[src/sv/ppmfd_pkg.sv]
// shared constants for the ppm frame decoder
package ppmfd_pkg;

  // field widths
  localparam int TICKS_W   = 32;
  localparam int DIV_W     = 8;
  localparam int US_W      = 16;
  localparam int FCH_W     = 4;
  localparam int CHIDX_W   = 3;
  localparam int BAD_W     = 32;
  localparam int CFG_IDX_W = 2;
  localparam int CFG_DAT_W = 16;

  // largest frame that can be sent out
  localparam int RESULT_LIMIT = 8;

  // default buffer depth
  localparam int MAX_CHANNELS_DEF = 8;

  // register indexes
  localparam logic [CFG_IDX_W-1:0] REG_TICKS_PER_US   = 2'd0;
  localparam logic [CFG_IDX_W-1:0] REG_SYNC_MIN_US    = 2'd1;
  localparam logic [CFG_IDX_W-1:0] REG_PULSE_MIN_US   = 2'd2;
  localparam logic [CFG_IDX_W-1:0] REG_FRAME_CHANNELS = 2'd3;

  // register reset values
  localparam logic [DIV_W-1:0] TICKS_PER_US_RST   = 8'd84;
  localparam logic [US_W-1:0]  SYNC_MIN_US_RST    = 16'd2500;
  localparam logic [US_W-1:0]  PULSE_MIN_US_RST   = 16'd1050;
  localparam logic [FCH_W-1:0] FRAME_CHANNELS_RST = 4'd8;

endpackage

[src/sv/ppmfd_div.sv]
// iterative restoring divider, one quotient bit per cycle
module ppmfd_div (
  input  logic                          clk,
  input  logic                          rst_n,
  input  logic                          start,
  input  logic [ppmfd_pkg::TICKS_W-1:0] dividend,
  input  logic [ppmfd_pkg::DIV_W-1:0]   divisor,
  output logic                          done,
  output logic [ppmfd_pkg::US_W-1:0]    quotient
);
  import ppmfd_pkg::*;

  localparam int STEP_W = $clog2(TICKS_W);

  logic                busy_r, busy_nxt;
  logic                done_r, done_nxt;
  logic [STEP_W-1:0]   step_r, step_nxt;
  logic [DIV_W-1:0]    rem_r, rem_nxt;
  logic [DIV_W-1:0]    dvs_r, dvs_nxt;
  logic [TICKS_W-1:0]  dvd_r, dvd_nxt;
  logic [DIV_W:0]      trial;
  logic [DIV_W:0]      diff;

  // shift in the next dividend bit and try the subtraction
  assign trial = {rem_r, dvd_r[TICKS_W-1]};
  assign diff  = trial - {1'b0, dvs_r};

  always_comb begin
    busy_nxt = busy_r;
    done_nxt = 1'b0;
    step_nxt = step_r;
    rem_nxt  = rem_r;
    dvs_nxt  = dvs_r;
    dvd_nxt  = dvd_r;
    if (start) begin
      busy_nxt = 1'b1;
      step_nxt = '0;
      rem_nxt  = '0;
      dvs_nxt  = divisor;
      dvd_nxt  = dividend;
    end else if (busy_r) begin
      // quotient bits enter at the bottom as dividend bits leave the top
      if (trial >= {1'b0, dvs_r}) begin
        rem_nxt = diff[DIV_W-1:0];
        dvd_nxt = {dvd_r[TICKS_W-2:0], 1'b1};
      end else begin
        rem_nxt = trial[DIV_W-1:0];
        dvd_nxt = {dvd_r[TICKS_W-2:0], 1'b0};
      end
      step_nxt = step_r + 1'b1;
      if (step_r == STEP_W'(TICKS_W - 1)) begin
        busy_nxt = 1'b0;
        done_nxt = 1'b1;
      end
    end
  end

  always_ff @(posedge clk) begin
    if (!rst_n) begin
      busy_r <= 1'b0;
      done_r <= 1'b0;
      step_r <= '0;
    end else begin
      busy_r <= busy_nxt;
      done_r <= done_nxt;
      step_r <= step_nxt;
    end
    rem_r <= rem_nxt;
    dvs_r <= dvs_nxt;
    dvd_r <= dvd_nxt;
  end

  assign done     = done_r;
  assign quotient = dvd_r[US_W-1:0];

endmodule

[src/sv/ppm_frame_decoder.sv]
// ppm frame decoder top level: sequencer, channel buffer and result register
//
// Each request carries one captured pulse interval in timer ticks. The block
// divides it by ticks_per_us in a shared bit-serial divider, then sorts the
// result against the sync and minimum-pulse thresholds; a request that does
// not end a frame stalls the input from acceptance until that sort is done.
// A sync interval that closes a good frame then sends out one result per
// stored channel, one per cycle while the output side takes them, with last
// set on the final channel; the next request is accepted once the final
// channel has been loaded into the output register. A frame with the wrong
// channel count, or with more pulses than the buffer holds, sends nothing and
// increments the wrapping bad-frame count that every result carries.
// Configuration is to be written only while the block is idle; the block does not enforce it.
module ppm_frame_decoder #(
  parameter int MAX_CHANNELS = ppmfd_pkg::MAX_CHANNELS_DEF
) (
  input  logic                            clk,
  input  logic                            rst_n,
  // configuration
  input  logic                            cfg_we,
  input  logic [ppmfd_pkg::CFG_IDX_W-1:0] cfg_index,
  input  logic [ppmfd_pkg::CFG_DAT_W-1:0] cfg_data,
  // input channel
  input  logic                            in_valid,
  output logic                            in_stall,
  input  logic [ppmfd_pkg::TICKS_W-1:0]   in_capture_ticks,
  // result channel
  output logic                            out_valid,
  input  logic                            out_stall,
  output logic [ppmfd_pkg::CHIDX_W-1:0]   out_channel_index,
  output logic [ppmfd_pkg::US_W-1:0]      out_pulse_us,
  output logic                            out_last,
  output logic [ppmfd_pkg::BAD_W-1:0]     out_bad_frames
);
  import ppmfd_pkg::*;

  localparam int CNT_W = $clog2(MAX_CHANNELS + 1);
  localparam int IDX_W = (MAX_CHANNELS > 1) ? $clog2(MAX_CHANNELS) : 1;
  localparam int CMP_W = (CNT_W > FCH_W) ? CNT_W : FCH_W;

  // sequencer states
  localparam logic [1:0] ST_IDLE   = 2'd0;
  localparam logic [1:0] ST_DIV    = 2'd1;
  localparam logic [1:0] ST_DECIDE = 2'd2;
  localparam logic [1:0] ST_EMIT   = 2'd3;

  logic [1:0]          state_r, state_nxt;
  logic [DIV_W-1:0]    ticks_per_us_r;
  logic [US_W-1:0]     sync_min_us_r;
  logic [US_W-1:0]     pulse_min_us_r;
  logic [FCH_W-1:0]    frame_channels_r;

  logic [US_W-1:0]     pulse_buf_r [MAX_CHANNELS];
  logic [CNT_W-1:0]    count_r, count_nxt;
  logic                ovf_r, ovf_nxt;
  logic [BAD_W-1:0]    bad_r, bad_nxt;
  logic [IDX_W-1:0]    idx_r, idx_nxt;
  logic                buf_we;

  logic                out_valid_r, out_valid_nxt;
  logic [CHIDX_W-1:0]  out_idx_r;
  logic [US_W-1:0]     out_us_r;
  logic                out_last_r;
  logic [BAD_W-1:0]    out_bad_r;
  logic                out_load;

  logic                accept;
  logic                div_done;
  logic [DIV_W-1:0]    divisor;
  logic [US_W-1:0]     us;
  logic                good;
  logic                is_last;

  assign accept   = in_valid && !in_stall;
  assign in_stall = (state_r != ST_IDLE);

  // a zero divisor acts as one
  assign divisor = (ticks_per_us_r == '0) ? DIV_W'(1) : ticks_per_us_r;

  ppmfd_div u_div (
    .clk      (clk),
    .rst_n    (rst_n),
    .start    (accept),
    .dividend (in_capture_ticks),
    .divisor  (divisor),
    .done     (div_done),
    .quotient (us)
  );

  // frame check at a sync interval
  assign good = !ovf_r
             && (CMP_W'(count_r) == CMP_W'(frame_channels_r))
             && (CMP_W'(count_r) <= CMP_W'(RESULT_LIMIT));

  assign is_last  = (CNT_W'(idx_r) + CNT_W'(1)) == count_r;
  assign out_load = (state_r == ST_EMIT) && (!out_valid_r || !out_stall);

  // sequencer
  always_comb begin
    state_nxt = state_r;
    count_nxt = count_r;
    ovf_nxt   = ovf_r;
    bad_nxt   = bad_r;
    idx_nxt   = idx_r;
    buf_we    = 1'b0;
    unique case (state_r)
      ST_IDLE: begin
        if (accept) state_nxt = ST_DIV;
      end
      ST_DIV: begin
        if (div_done) state_nxt = ST_DECIDE;
      end
      ST_DECIDE: begin
        state_nxt = ST_IDLE;
        if (us >= sync_min_us_r) begin
          if (good && count_r != '0) begin
            idx_nxt   = '0;
            state_nxt = ST_EMIT;
          end else begin
            if (!good) bad_nxt = bad_r + BAD_W'(1);
            count_nxt = '0;
          end
          ovf_nxt = 1'b0;
        end else if (us >= pulse_min_us_r) begin
          if (count_r < CNT_W'(MAX_CHANNELS)) begin
            buf_we    = 1'b1;
            count_nxt = count_r + CNT_W'(1);
          end else begin
            ovf_nxt = 1'b1;
          end
        end
      end
      ST_EMIT: begin
        if (out_load) begin
          if (is_last) begin
            count_nxt = '0;
            state_nxt = ST_IDLE;
          end else begin
            idx_nxt = idx_r + IDX_W'(1);
          end
        end
      end
      default: state_nxt = ST_IDLE;
    endcase
  end

  // output register handshake
  always_comb begin
    out_valid_nxt = out_valid_r;
    if (out_valid_r && !out_stall) out_valid_nxt = 1'b0;
    if (out_load) out_valid_nxt = 1'b1;
  end

  always_ff @(posedge clk) begin
    if (!rst_n) begin
      state_r          <= ST_IDLE;
      count_r          <= '0;
      ovf_r            <= 1'b0;
      bad_r            <= '0;
      idx_r            <= '0;
      out_valid_r      <= 1'b0;
      ticks_per_us_r   <= TICKS_PER_US_RST;
      sync_min_us_r    <= SYNC_MIN_US_RST;
      pulse_min_us_r   <= PULSE_MIN_US_RST;
      frame_channels_r <= FRAME_CHANNELS_RST;
    end else begin
      state_r     <= state_nxt;
      count_r     <= count_nxt;
      ovf_r       <= ovf_nxt;
      bad_r       <= bad_nxt;
      idx_r       <= idx_nxt;
      out_valid_r <= out_valid_nxt;
      // configuration writes
      if (cfg_we) begin
        unique case (cfg_index)
          REG_TICKS_PER_US:   ticks_per_us_r   <= cfg_data[DIV_W-1:0];
          REG_SYNC_MIN_US:    sync_min_us_r    <= cfg_data[US_W-1:0];
          REG_PULSE_MIN_US:   pulse_min_us_r   <= cfg_data[US_W-1:0];
          REG_FRAME_CHANNELS: frame_channels_r <= cfg_data[FCH_W-1:0];
          default: ;
        endcase
      end
    end
  end

  // channel buffer and result payload
  always_ff @(posedge clk) begin
    if (buf_we) pulse_buf_r[count_r[IDX_W-1:0]] <= us;
    if (out_load) begin
      out_idx_r  <= CHIDX_W'(idx_r);
      out_us_r   <= pulse_buf_r[idx_r];
      out_last_r <= is_last;
      out_bad_r  <= bad_r;
    end
  end

  assign out_valid         = out_valid_r;
  assign out_channel_index = out_idx_r;
  assign out_pulse_us      = out_us_r;
  assign out_last          = out_last_r;
  assign out_bad_frames    = out_bad_r;

endmodule

[config.mk]
export PLATFORM = sky130hd
export DESIGN_NAME = ppm_frame_decoder
export DESIGN_NICKNAME = d
export VERILOG_FILES = /design/src/sv/ppmfd_pkg.sv /design/src/sv/ppmfd_div.sv /design/src/sv/ppm_frame_decoder.sv
export SDC_FILE = /design/constraint.sdc
export NUM_CORES = 1
export LEC_CHECK = 0
export BUFFER_PORTS_ARGS = -buffer_cell sky130_fd_sc_hd__buf_4
export CAP_MARGIN = 5
export CORE_UTILIZATION = 35
export DETAILED_ROUTE_END_ITERATION = 12
export GPL_TIMING_DRIVEN = 0
export PLACE_DENSITY = 0.6
export SLEW_MARGIN = 20
export SYNTH_ARGS = -nofsm -noshare
export SYNTH_HDL_FRONTEND = slang
export SYNTH_SLANG_ARGS = --single-unit
[constraint.sdc]
create_clock -name clk -period 12.6 [get_ports clk]
set_clock_uncertainty 0.2 [all_clocks]
set_input_delay 1.26 -clock clk [delete_from_list [all_inputs] [get_ports clk]]
set_output_delay 1.26 -clock clk [all_outputs]
set_load 0.01 [all_outputs]
==> results.toml <==
[run_status]
status = "finished clean"

[clock_network]
path_clk_slew_ps = 60
post_cts_resized = 0
clock_latency_ps = 530
cts_root_buffer = "clkbuf_16"
cts_made_buffers = 35
post_cts_buffers = 0
cts.sinks = 322
cts_hold_buf = 0
htreeDepth = 2
clk_path_buf_depth = 3
cts_tree = "yes"

[timing]
hold_violations = 0
fin_crit_sh_pct = 32.3
fin_crit_ps = 4070
fin_tns_setup_ps = 0
rsz0062_at_grt = "no"
finalMaxSlewViolations = 0
maxSlewHeadroom_pct = 48.4
setup_ws_ps = 8530
worstMarginPinSlew_ps = 773
max_freq_ghz = 0.245
setup_violations = 0

[synth]
syn-num-nets = 1179
synthArstFlopShare_pct = 0
syn_area_mm2 = 0.0136
synth.area.top_cells = "edfxtp_1 49%, dfxtp_1 15%, mux4_2 5.3%, nand2_1 5.2%, ha_1 4.2%"
syn_inst = 1077
syn_area_per_cell_um2 = 12.6
synth_seq_area_share_pct = 63.5
synth-simple-area-share_pct = 13.1
synth_xor_area_share_pct = 1.61
muxShareOfSynthArea_pct = 8.09
yosysTopAreaCellShare_pct = 48.5
synth_top_area_cell = "edfxtp_1"
synth_compound_area_share_pct = 6.21
post_synth_num_cell_types = 72
synthAdderAreaFrac_pct = 4.37
synth_top_family_by_area = "simple AND/OR/NAND/NOR gates"
ys_ff_latch = 322
synth_edf_count = 220
synth_ff_type = "edfxtp_1"
yosys_warnings = 0

[route]
drc_errors = 0
wire_per_inst_um = 17.2
antenna_left = 0
viasPerCell = 4.92
route.vias.total = 8722
drt-total-wl_um = 30500
drt_iter0_markers = 531
dr.pass1.iters = 5

[critical_path]
cp.arrival_ps = 4080
cp-end-kind = "flip-flop"
cp-start-kind = "flip-flop"
cp-startpoint = "u_div.dvd_r[0]$_DFFE_PP_"
reg2reg_from = "u_div.dvd_r[0]$_DFFE_PP_"
path_max_fanout = 9
crit_type = "reg -> reg"
critPathRequiredTime_ps = 12610

[pwr]
cellLeakagePower_nw = 5.87
p_per_area_mw_per_mm2 = 142
ir_drop_mv = 0.0841

[hold_path]
min_from = "sync_min_us_r[15]$_SDFFE_PN0P_"
min_path_type = "reg -> reg"

[die]
design.core.area_mm2 = 0.0379
die_w_um = 199
die-area_mm2 = 0.0397
die_h_um = 199
rows = 71
start_util_pct = 35.9
ios = 109

[finish]
num-fill-cells = 3534
multiInputGateArea_mm2 = 0.00459
seq_area_mm2 = 0.00865
finish.utilization_pct = 43.1
drive_gt1_share_pct = 20.4
nets = 1338
areaGrowthSynthToFinish_pct = 20.1

[placed_design]
gp_congestion = 0.790
io_buffers = 107
place_ws_ps = 8480
dp_hpwl_um = 22000

[global_route]
grt_antenna_before_repair = 1
gr-usage-all-layers_pct = 15.6
grt_pass1_wl_um = 47600
gr-total-overflow = 0
grt_max_degree = 33
grt_pass1_vias = 8538

[job]
cap_violations = 0
==> state kept, by name (all words and copies together), names as in the netlist, 2 cells and up <==
signal,count
ticks_per_us_r,8
count_r,4
bad_r,32
u_div.dvd_r,32
out_channel_index,3
frame_channels_r,4
u_div.rem_r,8
pulse_min_us_r,16
state_r,2
pulse_buf_r,128
sync_min_us_r,16
idx_r,3
u_div.dvs_r,8
out_pulse_us,16
out_bad_frames,32
u_div.step_r,5
==> power breakdown <==
part	internal, mW	leakage, nW	switching [mW]
sequential	1.17	2.84	0.0349
combinational	0.0609	2.50	0.0873
clock	0.560	0.520	0.409
==> kinds of logic (layout without fill, tap and decap cells) <==
logic type	count (synthesis)	in the layout
AOI/OAI and AO/OA	137	137
xor gates and xnor gates	25	25
adders and majority gates	47	47
buffers and inverters	109	294
DFF	322	322
muxes	68	68
other	0	1
and+or+nand+nor	369	369
==> through the flow <==
step                      total power, mW  cell area [um^2]  cells  hold slack, ps
after detailed placement             1.37             15300   1710             245
after floorplan                      1.31             13600   1077             225
final                                2.32             16400   1774             256
after CTS                            2.34             16400   1773             254
after global routing                 2.40             16400   1774             278
after global placement               1.37             15100   1695             236
==> Yosys cell counts, drive strengths merged, types with 3 or more instances <==
cell type	n
nor2	55
xnor2	13
o21a	3
nor3b	3
o21ai	27
nand2b	6
buf	10
nor4b	3
or4	3
dfxtp	102
o211ai	13
edfxtp	220
nand2	192
a21oi	61
o32ai	3
inv	56
mux4	32
nor4	8
or2	7
nand3	17
or3	16
clkbuf	43
ha	46
nor3	19
mux2	16
nand4	24
xor2	12
mux2i	20
nand4b	4
a21o	4
a211oi	4
o31ai	4
==> critical path: stages (launching register included) <==
cell      delay, ps
edfxtp_1        560
inv_1           170
ha_1            300
nand2b_1        150
a2111o_1        440
nand3_2         100
and4_1          320
nor4b_4         340
nand2_1         210
nor3b_2         670
buf_4           310
==> placed cells by master, fill, tap and decap left out, drive strengths merged, types with 19 or more instances in the layout <==
| cell | Yosys | layout |
|---|---|---|
| o21ai | 27 | 27 |
| edfxtp | 220 | 220 |
| mux2i | 20 | 20 |
| a21oi | 61 | 61 |
| mux4 | 32 | 32 |
| buf | 10 | 132 |
| nand2 | 192 | 192 |
| nand4 | 24 | 24 |
| inv | 56 | 56 |
| clkbuf | 43 | 87 |
| nor3 | 19 | 19 |
| nor2 | 55 | 55 |
| dfxtp | 102 | 102 |
| ha | 46 | 46 |
==> final timing paths <==
path,end,slack [ps],cells past startpoint
setup / recovery,pulse_buf_r[5][0]$_DFFE_PP_,8530,10
hold / removal,sync_min_us_r[15]$_SDFFE_PN0P_,260,2
setup reg to reg,pulse_buf_r[5][0]$_DFFE_PP_,8530,10
hold reg to reg,sync_min_us_r[15]$_SDFFE_PN0P_,260,2
==> routing by layer <==
layer / vias up / GRT usage [%] / share of wire, %
li1: 4261 / - / -
met4: 0 / 4.53 / 1.7
met5: - / 0 / 0
met3: 38 / 2.75 / 4.7
met2: 176 / 25.2 / 47
met1: 4247 / 21.5 / 47
==> cell type report <==
type	count	share of cell area (%)
clock buffers	44	5.62
repair buffers	122	5.96
plain buffers	53	1.32
clock inverters	19	0.971
flip-flops and latches	322	52.9
well taps	511	3.91
inverters	56	1.29
multi-input cells	646	28.1
diodes	1	0.0153
Note: power is estimated with default switching activity, not from simulation.
